<file path="src/sv/tea_pkg.sv">
package tea_pkg;

  localparam int unsigned WORD_W      = 32;
  localparam int unsigned MAX_ROUNDS  = 64;
  localparam int unsigned NUM_STAGES  = 2 * MAX_ROUNDS;
  localparam int unsigned ROUND_IDX_W = $clog2(MAX_ROUNDS);
  localparam int unsigned ROUND_CNT_W = $clog2(MAX_ROUNDS + 1);
  localparam int unsigned LOG2_W      = 3;
  localparam int unsigned MAX_LOG2    = $clog2(MAX_ROUNDS);

  localparam logic [WORD_W-1:0] TEA_DELTA = 32'h9e37_79b9;

  localparam int unsigned CFG_IDX_W  = 3;
  localparam int unsigned CFG_DATA_W = 32;

  localparam logic [CFG_IDX_W-1:0] REG_KEY_WORD_ZERO  = 3'd0;
  localparam logic [CFG_IDX_W-1:0] REG_KEY_WORD_ONE   = 3'd1;
  localparam logic [CFG_IDX_W-1:0] REG_KEY_WORD_TWO   = 3'd2;
  localparam logic [CFG_IDX_W-1:0] REG_KEY_WORD_THREE = 3'd3;
  localparam logic [CFG_IDX_W-1:0] REG_ROUND_LOG2     = 3'd4;

  localparam logic [LOG2_W-1:0] ROUND_LOG2_RESET = 3'd5;

  localparam logic KIND_ENCRYPT = 1'b0;
  localparam logic KIND_DECRYPT = 1'b1;

  typedef struct packed {
    logic [WORD_W-1:0] k0;
    logic [WORD_W-1:0] k1;
    logic [WORD_W-1:0] k2;
    logic [WORD_W-1:0] k3;
  } tea_key_t;

  typedef struct packed {
    logic              kind;
    logic [WORD_W-1:0] v0;
    logic [WORD_W-1:0] v1;
    logic [WORD_W-1:0] sum;
  } tea_data_t;

  typedef struct packed {
    logic [WORD_W-1:0] v0;
    logic [WORD_W-1:0] v1;
  } tea_block_t;

  function automatic logic [LOG2_W-1:0] tea_log2_sat(input logic [LOG2_W-1:0] rl);
    logic [LOG2_W-1:0] r;
    r = (rl > LOG2_W'(MAX_LOG2)) ? LOG2_W'(MAX_LOG2) : rl;
    return r;
  endfunction

  function automatic logic [ROUND_CNT_W-1:0] tea_round_count(input logic [LOG2_W-1:0] rl);
    logic [ROUND_CNT_W-1:0] r;
    r = ROUND_CNT_W'(1) << tea_log2_sat(rl);
    return r;
  endfunction

  function automatic logic [WORD_W-1:0] tea_start_sum(input logic [LOG2_W-1:0] rl);
    logic [WORD_W-1:0] r;
    r = TEA_DELTA << tea_log2_sat(rl);
    return r;
  endfunction

  function automatic logic [WORD_W-1:0] tea_mix(
    input logic [WORD_W-1:0] x,
    input logic [WORD_W-1:0] sum,
    input logic [WORD_W-1:0] ka,
    input logic [WORD_W-1:0] kb
  );
    logic [WORD_W-1:0] r;
    r = ((x << 4) + ka) ^ (x + sum) ^ ((x >> 5) + kb);
    return r;
  endfunction

endpackage

</file>
<file path="src/sv/tea_out_buf.sv">
module tea_out_buf (
  input  logic                 clk_i,
  input  logic                 rst_ni,
  input  logic                 valid_i,
  input  tea_pkg::tea_block_t  block_i,
  output logic                 ready_o,
  output logic                 valid_o,
  output tea_pkg::tea_block_t  block_o,
  input  logic                 ready_i
);
  import tea_pkg::*;

  logic       out_valid_q;
  logic       skid_valid_q;
  tea_block_t out_q;
  tea_block_t skid_q;
  logic       hold;

  assign ready_o = !skid_valid_q;
  assign hold    = out_valid_q && !ready_i;

  always_ff @(posedge clk_i or negedge rst_ni) begin
    if (!rst_ni) begin
      out_valid_q  <= 1'b0;
      skid_valid_q <= 1'b0;
    end else if (!skid_valid_q) begin
      if (hold) begin
        skid_valid_q <= valid_i;
      end else begin
        out_valid_q <= valid_i;
      end
    end else if (ready_i) begin
      skid_valid_q <= 1'b0;
    end
  end

  always_ff @(posedge clk_i) begin
    if (!skid_valid_q) begin
      if (hold) begin
        skid_q <= block_i;
      end else begin
        out_q <= block_i;
      end
    end else if (ready_i) begin
      out_q <= skid_q;
    end
  end

  assign valid_o = out_valid_q;
  assign block_o = out_q;

endmodule

</file>
<file path="config.mk">
export PLATFORM = sky130hd
export DESIGN_NAME = tea_out_buf
export DESIGN_NICKNAME = d
export VERILOG_FILES = /design/src/sv/tea_pkg.sv /design/src/sv/tea_out_buf.sv
export SDC_FILE = /design/constraint.sdc
export NUM_CORES = 1
export LEC_CHECK = 0
export BUFFER_PORTS_ARGS = -buffer_cell sky130_fd_sc_hd__clkbuf_2
export CORE_MARGIN = 2
export CORE_UTILIZATION = 46
export CTS_CLUSTER_DIAMETER = 40
export CTS_CLUSTER_SIZE = 8
export DETAILED_ROUTE_END_ITERATION = 8
export HOLD_SLACK_MARGIN = 0.03
export PLACE_DENSITY = 0.72
export RECOVER_POWER = 100
export SLEW_MARGIN = 40
export SYNTH_ARGS = -nofsm -noshare
export SYNTH_HDL_FRONTEND = slang
export SYNTH_SLANG_ARGS = --single-unit
</file>
<file path="constraint.sdc">
create_clock -name clk_i -period 5.48 [get_ports clk_i]
set_input_delay 0.274 -clock clk_i [delete_from_list [all_inputs] [get_ports clk_i]]
set_output_delay 0.274 -clock clk_i [all_outputs]
set_load 0.05 [all_outputs]
</file>
After elaboration in Yosys (flattened, before gate mapping)
Index checks and enable logic that the tools add are counted.

Equal/unequal tests: 2. Multiplexer cells: 6. Bitwise operators: 2. Reductions and logical operators: 6.

Operators by type and width (count): 64-bit 2-to-1 mux (3); 2-bit AND reduction (3); 2-bit inequality test, second input constant (2); 1-bit 2-to-1 mux (3); 1-bit logical NOT (2); 1-bit NOT (2); 1-bit logical AND (1).

Flip-flop bits (word level): 130. Input port bits: 68. Output and inout bits: 66.

Longest topological paths before layout
Gate-level depths: netlist (run 1).

Depth in word-level cells: 4. Gate-level depth with buffers: 5. Mapped depth without buffers: 2.

Worst setup path after synthesis (run 1)
No wires, ideal clock.

Path type: reg2reg. Start: register out_valid_q (netlist: valid_o). End: register skid_q[0] (netlist bit) (enable). Library setup time: 0.579 ns. Data arrival time: 5.442 ns. Required time: 4.901 ns. Slack: -0.541 ns. Cell stages (with the launch flop): 2. Buffers on the path: 0. Clock period less this slack: 6.021 ns. Cell sequence: dfrtp_1 > nor3b_1.

Longest elaborated chain between the ends: 2.

RTL lines: from (decl) (line tea_out_buf.sv:13) `logic out_valid_q;`; from (signal assigned) (line tea_out_buf.sv:30) `out_valid_q <= valid_i;`; 1-bit logical AND (line tea_out_buf.sv:20) `assign hold = out_valid_q && !ready_i;`; 2-bit AND reduction (no source line); to (signal assigned) (line tea_out_buf.sv:40) `skid_q <= block_i;`; to (decl) (line tea_out_buf.sv:16) `tea_block_t skid_q;`.

Every way passes these cells. A chain may end at the register's enable or synchronous reset.

Worst setup path after layout (run 1)
Start: register skid_valid_q. End: register out_q, in the netlist block_o[4] (enable).

Longest elaborated chain between the ends: 2. Elaborated cells on any way between the ends: 3.

RTL lines: from (decl) (line tea_out_buf.sv:14) `logic skid_valid_q;`; from (signal assigned) (line tea_out_buf.sv:28) `skid_valid_q <= valid_i;`; 2-bit inequality test (no source line); 2-bit AND reduction (no source line) *; to (signal assigned) (line tea_out_buf.sv:42) `out_q <= block_i;`; to (signal assigned) (line tea_out_buf.sv:45) `out_q <= skid_q;`; to (decl) (line tea_out_buf.sv:15) `tea_block_t out_q;`.

Mark *: on every way between the ends. The rest lies on a longest branch, timed or not.

==> results of run 1 <==
[critical path, stage by stage (launching register included)]
cell and delay, ns:
dfrtp_1 0.98, o21bai_1 1.57, buf_8 0.27, buf_4 0.32
[kinds of logic after synthesis]
logic type             after synthesis  synth area share [%]
AOI/OAI and AO/OA                    3                 0.449
buffers and inverters                9                  1.32
DFF                                130                  82.2
muxes                               64                  15.7
and+or+nand+nor                      3                 0.370
[routing by layer]
metal / vias to the layer above / share of wire (%)
met2: 99 / 49
met5: - / 0
li1: 1279 / -
met1: 1295 / 45
met4: 0 / 0.41
met3: 2 / 6.2
[cell usage in the layout (no fill, tap or decap)]
master / n
inv_2: 1
mux2_4: 1
nor2_1: 1
a22o_1: 1
buf_12: 1
a21oi_1: 1
clkbuf_8: 1
edfxtp_1: 128
mux2_1: 5
o21bai_1: 1
bufinv_16: 3
nor3b_1: 1
clkbuf_16: 16
buf_8: 2
dlygate4sd3_1: 68
clkbuf_1: 125
nand2b_1: 1
dfrtp_1: 2
buf_1: 1
clkinv_2: 1
clkbuf_2: 11
clkinv_1: 6
buf_4: 2
mux2_2: 58
[stage by stage]
| step | util (%) | area (µm²) |
|---|---|---|
| after CTS | 67.4 | 6840 |
| after floorplan | - | 4740 |
| final | 65.5 | 6640 |
| after global placement | 54.9 | 5560 |
| after detailed placement | 55.4 | 5610 |
| after global routing | 65.5 | 6640 |
[timing repair]
action	in CTS	in global routing
endpoints found under the hold margin	68	0
setup endpoints to repair	0	0
hold buffers	68	0
[registers in the layout (all words and copies together) (netlist names)]
signal and cells:
block_o 64, skid_q 64, skid_valid_q 1, valid_o 1
[power by group through the flow]
stage	Sequential, mW	Clock, mW	Combinational [mW]
finish	1.26	1.03	0.440
global route	1.27	1.10	0.464
CTS	1.26	1.06	0.469
detailed placement	1.28	0	0.429
global placement	1.28	0	0.409
floorplan	1.48	0	0.111
[how the worst max path moves through the flow]
stage | startpoint | end | slack [ns] | cells past startpoint
final | skid_valid_q$_DFF_PN0_ | block_o[4]$_DFFE_PP_ | 1.99 | 3
after global routing | skid_valid_q$_DFF_PN0_ | block_o[32]$_DFFE_PP_ | 1.65 | 3
after CTS | skid_valid_q$_DFF_PN0_ | block_o[5]$_DFFE_PP_ | 3.25 | 3
after detailed placement | skid_valid_q$_DFF_PN0_ | block_o[37]$_DFFE_PP_ | 3.28 | 3
after global placement | skid_valid_q$_DFF_PN0_ | block_o[38]$_DFFE_PP_ | 2.69 | 2
after floorplan | skid_valid_q$_DFF_PN0_ | block_o[0]$_DFFE_PP_ | 1.23 | 4
[cell type report]
| cell class | instances | area (µm²) | area share [%] |
|---|---|---|---|
| clock inverters | 10 | 118 | 1.77 |
| multi-input cells | 70 | 763 | 11.5 |
| clock buffers | 20 | 425 | 6.41 |
| well taps | 136 | 170 | 2.56 |
| repair buffers | 207 | 1260 | 19.0 |
| flip-flops and latches | 130 | 3890 | 58.7 |
| inverters | 1 | 3.75 | 0.0566 |
==> key figures, run 1 <==
Timing
  – Final slew viol count: 56
  – RSZ-0062 raised after global routing: false
  – Worst hold slack: 0.116 ns
  – Setup TNS: 0 ns
  – Fin Clk Skew: 0.0102 ns
  – PnR worst setup slack: 1.99 ns
  – Final Hold Fails: 0
  – Final setup viols: 0
  – Worst-Margin Slew: 1.67 ns
  – Fin crit share: 63.6%
  – Fin crit period: 3.49 ns
  – Max_slew headroom: -11.3%
  – Max Fclk: 287 MHz

Logic synthesis
  – Post-synth ARST share: 1.54%
  – Post-synthesis sequential area ratio: 82.2%
  – Yosys warning total: 0
  – Share of Yosys cell area claimed by the top area cell type: 81.1%
  – Commonest cells post-synth: edfxtp_1 (128), mux2_2 (58), mux2_4 (6)
  – Count leader, synth: edfxtp_1
  – Synthesized flop and latch total: 130
  – Cell Area, Synth: 4740 µm²
  – Most used flip-flop cell after synthesis: edfxtp_1
  – Post-synth top area cell: edfxtp_1
  – Number of flops mapped to enable cells by yosys: 128
  – Syn Area/Cell: 22.7 µm²
  – Synthesized Nets: 277
  – Top post-synthesis cells by area: edfxtp_1 (81%), mux2_2 (14%), mux2_4 (1.9%)
  – Yosys cell types: 13
  – Synth Instances: 209

Cells and area
  – Share of cells above drive strength 1: 22.1%
  – Cell Count, Final, Fillers Out: 574
  – ANT cells: 0
  – FILL cells: 749
  – NumNets Final: 495
  – Area Growth Syn to Fin: 40.1%

Global routing
  – Largest net degree at the start of global routing: 41
  – Initial antenna violation count: 0
  – Gr usage total: 16.4%
  – Vias in the first global route: 2,689
  – Met3 Use GR: 5.44%
  – GRT Residual Overflow: 0
  – Most Crowded Layer GR: met2
  – First-pass GRT wire length: 13,600 µm
  – Met2 Use GR: 24.6%
  – GR met1 Demand/Resource: 21.9%

Place
  – Dpl ws: 3.28 ns
  – Port buffer count: 133
  – Routability cong.: 0.708
  – Post-DP HPWL: 5530 µm
  – Placed Cells: 476

Floorplan
  – Die Height: 105 µm
  – Die ar.: 11,100 µm²
  – Die Span X: 105 µm
  – Std cell rows: 37
  – CORE AREA: 10,100 µm²
  – Initial Util: 46.7%
  – I/O pin cnt: 134

Clock network
  – H-tree lvl count: 4
  – Worst-skew pair later-pin latency: 0.50 ns
  – CTS tree: done
  – Clock Path Buffers: 2
  – CTS Sinks: 130
  – Clock transition at path regs: 0.05 ns
  – Clk root buf: clkbuf_8
  – Total CTS buffers: 17
  – Post-CTS setup buffers: 0
  – CTS resizes: 0

Routing
  – Antenna viol nets, final: 0
  – WL final: 8830 µm
  – Drt pass-1 iters: 4
  – Iter 0 DRT Violations: 121
  – Avg WL per Cell: 15.4 µm
  – Via count: 2,675
  – Residual DRC: 0
  – Vias per inst: 4.66

Power
  – Leak pwr: 2.30 nW
  – Comb power frac: 16.1%
  – Int Power: 2.02 mW
  – Sw frac: 26.1%
  – Seq pwr share: 46.0%
  – P_sw: 0.712 mW
  – P per Cell Area: 412 nW/µm²
  – Clock group share of total power: 37.9%
  – Overall power: 2.73 mW
  – Maximum vdd drop: 0.000195 V

Critical path
  – CP startpoint kind: flip-flop
  – R2r startpoint: skid_valid_q$_DFF_PN0_
  – R2R depth: 3
  – RR Endpoint: block_o[4]$_DFFE_PP_
  – CP Max Fanout: 38
  – Crit. End Element: flip-flop
  – Crit path kind: flip-flop to flip-flop
  – Worst reg-to-reg setup slack: 1.99 ns
  – Critical path arrival: 3.66 ns
  – WP data required: 5.65 ns

Outcome
  – Failing checks: capacitance limit, slew limit
  – Status: finished with violations

Job
  – MaxCap Viol Count: 2

Hold path
  – Class of the worst hold path: primary input to asynchronous set/reset pin
No activity file was read; power rests on OpenSTA's default activity.
==> run 2: changes to the inputs <==
--- a/config.mk
+++ b/config.mk
@@ -5,6 +5,7 @@
 export SDC_FILE = /design/constraint.sdc
 export NUM_CORES = 1
 export LEC_CHECK = 0
+export ABC_AREA = 1
 export BUFFER_PORTS_ARGS = -buffer_cell sky130_fd_sc_hd__clkbuf_2
 export CORE_MARGIN = 2
 export CORE_UTILIZATION = 46
==> constraint.sdc (replaced) <==
create_clock -name clk_i -period 2.9 [get_ports clk_i]
set_input_delay 0.145 -clock clk_i [delete_from_list [all_inputs] [get_ports clk_i]]
set_output_delay 0.145 -clock clk_i [all_outputs]
set_load 0.05 [all_outputs]
==> key figures, run 2 <==
Clock network
  – Worst-skew pair later-pin latency: 0.51 ns
  – Clock Path Buffers: 2
  – CTS tree: done
  – CTS Sinks: 130
  – Clock transition at path regs: 0.06 ns
  – Total CTS buffers: 17
  – Clk root buf: clkbuf_8
  – Hold_buf cts: 69
  – H-tree lvl count: 4
  – Post-CTS setup buffers: 0
  – CTS resizes: 0

Logic synthesis
  – Post-synth top area cell: edfxtp_1
  – Top post-synthesis cells by area: edfxtp_1 (80%), nand2_1 (16%), buf_6 (1.2%)
  – Synthesized flop and latch total: 130
  – Synth Area in Compound Gates: 0.105%
  – Main combinational cell family by area after synthesis: simple AND/OR/NAND/NOR gates
  – Synth Instances: 349
  – Most used flip-flop cell after synthesis: edfxtp_1
  – Synthesized Nets: 417
  – Yosys cell types: 11
  – Synth Area in XOR/XNOR: 0%
  – Count leader, synth: nand2_1
  – Post-synthesis adder-cell area fraction: 0%
  – Yosys warning total: 0
  – Post-synthesis sequential area ratio: 81.5%
  – Number of flops mapped to enable cells by yosys: 128
  – Commonest cells post-synth: nand2_1 (199), edfxtp_1 (128), buf_2 (7)
  – Mux cell area share after synthesis: 0%
  – Share of Yosys cell area claimed by the top area cell type: 80.5%
  – Cell Area, Synth: 4780 µm²
  – Syn Area/Cell: 13.7 µm²
  – Post-Synth Simple-Gate Area: 15.8%
  – Post-synth ARST share: 1.54%

Power
  – Leak pwr: 2.68 nW
  – P per Cell Area: 865 nW/µm²
  – Maximum vdd drop: 0.000514 V

Global routing
  – Initial antenna violation count: 0
  – Largest net degree at the start of global routing: 42
  – First-pass GRT wire length: 15,600 µm
  – GRT Residual Overflow: 0
  – Gr usage total: 18.7%
  – Vias in the first global route: 3,149

Timing
  – Final setup viols: 0
  – PnR worst setup slack: 0.441 ns
  – RSZ-0062 raised after global routing: false
  – Setup TNS: 0 ns
  – Final Hold Fails: 0
  – Fin Clk Skew: 0.00754 ns
  – Fin crit share: 84.8%
  – Fin crit period: 2.46 ns
  – Worst-Margin Slew: 1.33 ns
  – Final slew viol count: 0
  – Max_slew headroom: 11.5%
  – Max Fclk: 407 MHz

Routing
  – Residual DRC: 0
  – Avg WL per Cell: 14.1 µm
  – Vias per inst: 4.51
  – Antenna viol nets, final: 0
  – WL final: 10,000 µm
  – Via count: 3,205
  – Drt pass-1 iters: 4
  – Iter 0 DRT Violations: 174

Cells and area
  – Core Util, Final: 66.1%
  – Cell Count, Final, Fillers Out: 710
  – Share of cells above drive strength 1: 9.06%
  – Most frequent cells in the layout: nand2_1 (199), edfxtp_1 (128), clkbuf_1 (121)
  – NumNets Final: 629
  – Area Growth Syn to Fin: 40.9%
  – ANT cells: 0
  – Commonest non-fill, non-tap cell in the layout: nand2_1

Job
  – MaxCap Viol Count: 0

Hold path
  – Hold Path Origin: block_i[53]
  – Class of the worst hold path: primary input to flip-flop

Outcome
  – Status: finished, final reports clean

Critical path
  – CP startpoint: skid_valid_q$_DFF_PN0_
  – Crit. End Element: primary output
  – CP startpoint kind: flip-flop
  – Critical path arrival: 2.31 ns
  – WP data required: 2.76 ns
  – R2r startpoint: skid_valid_q$_DFF_PN0_
  – Crit path kind: flip-flop to primary output
  – CP Max Fanout: 40

Place
  – Port buffer count: 133
  – Dpl ws: 0.814 ns
  – Placed Cells: 609
  – Routability cong.: 0.762
  – Post-DP HPWL: 5850 µm

Floorplan
  – Die ar.: 11,200 µm²
  – Initial Util: 46.9%
  – Std cell rows: 37
  – I/O pin cnt: 134
  – CORE AREA: 10,200 µm²
  – Die Height: 106 µm
  – Die Span X: 106 µm
-- run 2: worst paths after layout --
path	to	slack, ns	cells past startpoint
max	ready_o	0.44	2
min	skid_q[53]$_DFFE_PP_	0.36	2
max reg2reg	skid_q[10]$_DFFE_PP_	0.46	2
min reg2reg	block_o[56]$_DFFE_PP_	0.51	2
max in group asynchronous	skid_valid_q$_DFF_PN0_	2.26	3
min in group asynchronous	valid_o$_DFFE_PN0P_	0.50	3
-- run 2: critical path, stage by stage (launching register included) --
cell,delay [ns]
dfrtp_2,0.65
inv_2,0.61
clkbuf_1,0.53
-- run 2: logic make-up (layout without fill, tap and decap cells) --
kind of cell           after synthesis  in the layout
AO/OA/AOI/OAI                        1              1
buffers and inverters               17            242
flip-flops                         130            130
AND/OR/NAND/NOR                    201            201
-- run 2: metal layers --
| metal | track usage, % | part of all wire [%] |
|---|---|---|
| met1 | 23.3 | 42 |
| met2 | 30.4 | 49 |
| met3 | 6.01 | 6.9 |
| met4 | 7.80 | 1.3 |
| met5 | 0 | 0 |
-- run 2: cell type report --
type                            count  area, µm²
Clock buffer                       18        418
Clock inverter                     14        236
Fill cell                         784       3450
Inverter                            2       7.51
Multi-Input combinational cell    202        761
Sequential cell                   130       3890
Tap cell                          136        170
Timing Repair Buffer              208       1240
-- run 2: metrics by stage --
| step | cell area, µm² | hold WS [ns] | power (mW) |
|---|---|---|---|
| after floorplan | 4780 | -0.151 | 3.24 |
| after global placement | 5560 | -0.0661 | 3.47 |
| after detailed placement | 5560 | -0.0641 | 3.50 |
| after CTS | 6910 | 0.333 | 5.91 |
| after global routing | 6730 | 0.340 | 6.02 |
| final | 6730 | 0.361 | 5.82 |
-- run 2: power breakdown --
part / leakage [nW] / internal, mW / switching, mW / total, mW
Sequential: 1.27 / 2.36 / 0.0845 / 2.45
Combinational: 1.10 / 0.206 / 0.829 / 1.03
Clock: 0.303 / 1.57 / 0.772 / 2.34
==> run 3: changes to the inputs <==
--- a/config.mk
+++ b/config.mk
@@ -5,7 +5,7 @@
 export SDC_FILE = /design/constraint.sdc
 export NUM_CORES = 1
 export LEC_CHECK = 0
-export ABC_AREA = 1
+export ABC_AREA = 0
 export BUFFER_PORTS_ARGS = -buffer_cell sky130_fd_sc_hd__clkbuf_2
 export CORE_MARGIN = 2
 export CORE_UTILIZATION = 46
==> constraint.sdc (replaced) <==
create_clock -name clk_i -period 2 [get_ports clk_i]
set_input_delay 0.1 -clock clk_i [delete_from_list [all_inputs] [get_ports clk_i]]
set_output_delay 0.1 -clock clk_i [all_outputs]
set_load 0.05 [all_outputs]
==> key figures, run 3 (same netlist as run 1, synthesis figures left out) <==
Timing
  – Final setup viols: 0
  – Setup TNS: 0 ns
  – Fin crit period: 1.86 ns
  – Fin crit share: 92.8%
  – Max_slew headroom: 36.6%
  – Worst-Margin Slew: 0.951 ns
  – Final Hold Fails: 0
  – Final slew viol count: 0
  – Max Fclk: 539 MHz
  – Fin Clk Skew: 0.00621 ns
  – RSZ-0062 raised after global routing: false

Routing
  – Vias per inst: 4.69
  – WL final: 9240 µm
  – Via count: 2,696
  – Drt pass-1 iters: 4
  – Antenna viol nets, final: 0
  – Avg WL per Cell: 16.1 µm
  – Iter 0 DRT Violations: 88
  – Residual DRC: 0

Floorplan
  – Die Height: 105 µm
  – Die ar.: 11,100 µm²
  – CORE AREA: 10,100 µm²
  – Std cell rows: 37
  – I/O pin cnt: 134
  – Die Span X: 105 µm
  – Initial Util: 46.7%

Global routing
  – Initial antenna violation count: 0
  – Gr usage total: 17.5%
  – Largest net degree at the start of global routing: 37
  – Vias in the first global route: 2,895
  – GRT Residual Overflow: 0
  – First-pass GRT wire length: 14,600 µm

Critical path
  – CP Max Fanout: 36
  – Critical path arrival: 1.98 ns
  – Sum of buffers and inverters on the critical path: 1
  – WP data required: 2.12 ns
  – Critical Path, Cell by Cell: o21bai_4, clkbuf_2
  – CP startpoint: skid_valid_q$_DFF_PN0_
  – Slowest cell on crit path: clkbuf_2
  – CP startpoint kind: flip-flop
  – Slowest stage delay, CP: 0.74 ns
  – Top delay family on crit path: buffers and inverters
  – Crit. End Element: flip-flop
  – R2r startpoint: skid_valid_q$_DFF_PN0_
  – Crit path kind: flip-flop to flip-flop

Clock network
  – CTS tree: done
  – Total CTS buffers: 17
  – Clock transition at path regs: 0.06 ns
  – Clk root buf: clkbuf_8
  – Post-CTS setup buffers: 0
  – CTS Sinks: 130
  – Clock Path Buffers: 2
  – H-tree lvl count: 4
  – Worst-skew pair later-pin latency: 0.51 ns
  – Hold_buf cts: 69
  – CTS resizes: 0

Cells and area
  – Area Growth Syn to Fin: 40.2%
  – Share of cells above drive strength 1: 24.6%
  – ANT cells: 0
  – Final instance area: 6640 µm²
  – Most frequent cells in the layout: edfxtp_1 (128), clkbuf_1 (122), dlygate4sd3_1 (69)
  – FILL cells: 782
  – Area of the multi-input gates: 774 µm²
  – NumNets Final: 496
  – Register Area: 3900 µm²
  – Commonest non-fill, non-tap cell in the layout: edfxtp_1

Hold path
  – Hold Path Origin: block_i[57]
  – Class of the worst hold path: primary input to flip-flop

Outcome
  – Status: finished, final reports clean

Place
  – Port buffer count: 133
  – Routability cong.: 0.722
  – DP Area: 5610 µm²
  – Post-DP HPWL: 5420 µm

Power
  – Maximum vdd drop: 0.000526 V
  – Leak pwr: 2.31 nW
  – P per Cell Area: 1130 nW/µm²

Job
  – MaxCap Viol Count: 0
run 3: cell types whose count changed in the layout (fill, tap and decap cells not counted), sizes merged, moves of 3 or more:
cell | previous run | this run
clkinvlp | 5 | 0
nand2 | 199 | 0
mux2 | 0 | 64
bufinv | 6 | 3
clkbuf | 154 | 160
run 3: cell type report:
class / count / share of cell area (%)
clock buffer: 22 / 6.52
clock inverter: 8 / 1.70
inverter: 1 / 0.0565
multi-input combinational: 70 / 11.7
sequential: 130 / 58.7
tap: 136 / 2.56
timing repair buffer: 208 / 18.8
run 3: where the power goes:
part | internal (mW) | switching, mW | total (mW)
clock network | 1.87 | 0.996 | 2.86
registers | 3.34 | 0.0844 | 3.42
logic | 0.332 | 0.889 | 1.22
total | 5.54 | 1.97 | 7.51
run 3: layer usage:
layer | routed length [µm] | global-route usage, % | vias up | share of wire, %
li1 | - | - | 1282 | -
met1 | 4020 | 22.2 | 1301 | 43
met2 | 4560 | 28.6 | 100 | 49
met3 | 536 | 5.19 | 13 | 5.8
met4 | 127 | 6.58 | 0 | 1.4
met5 | 0 | 0 | - | 0
run 3: through the flow:
| step | setup WS (ns) | hold slack (ns) | total power, mW | utilization [%] | instances |
|---|---|---|---|---|---|
| floorplan | -0.831 | -0.196 | 4.36 | - | 209 |
| global placement | 0.372 | -0.108 | 4.65 | 55.4 | 476 |
| detailed placement | 0.329 | -0.109 | 4.68 | 55.4 | 476 |
| CTS | 0.0861 | 0.295 | 7.67 | 67.6 | 575 |
| global route | 0.0325 | 0.304 | 7.79 | 65.5 | 575 |
| finish | 0.145 | 0.332 | 7.51 | 65.5 | 575 |
run 3: path summary, 6_finish.rpt:
kind,slack (ns),to,cells past startpoint
worst max-delay path,0.14,block_o[21]$_DFFE_PP_,2
max in group asynchronous,1.39,skid_valid_q$_DFF_PN0_,3
worst min register to register,0.54,block_o[54]$_DFFE_PP_,1
worst min-delay path,0.33,skid_q[57]$_DFFE_PP_,2
min in group asynchronous,0.46,skid_valid_q$_DFF_PN0_,3
worst max register to register,0.14,block_o[21]$_DFFE_PP_,2
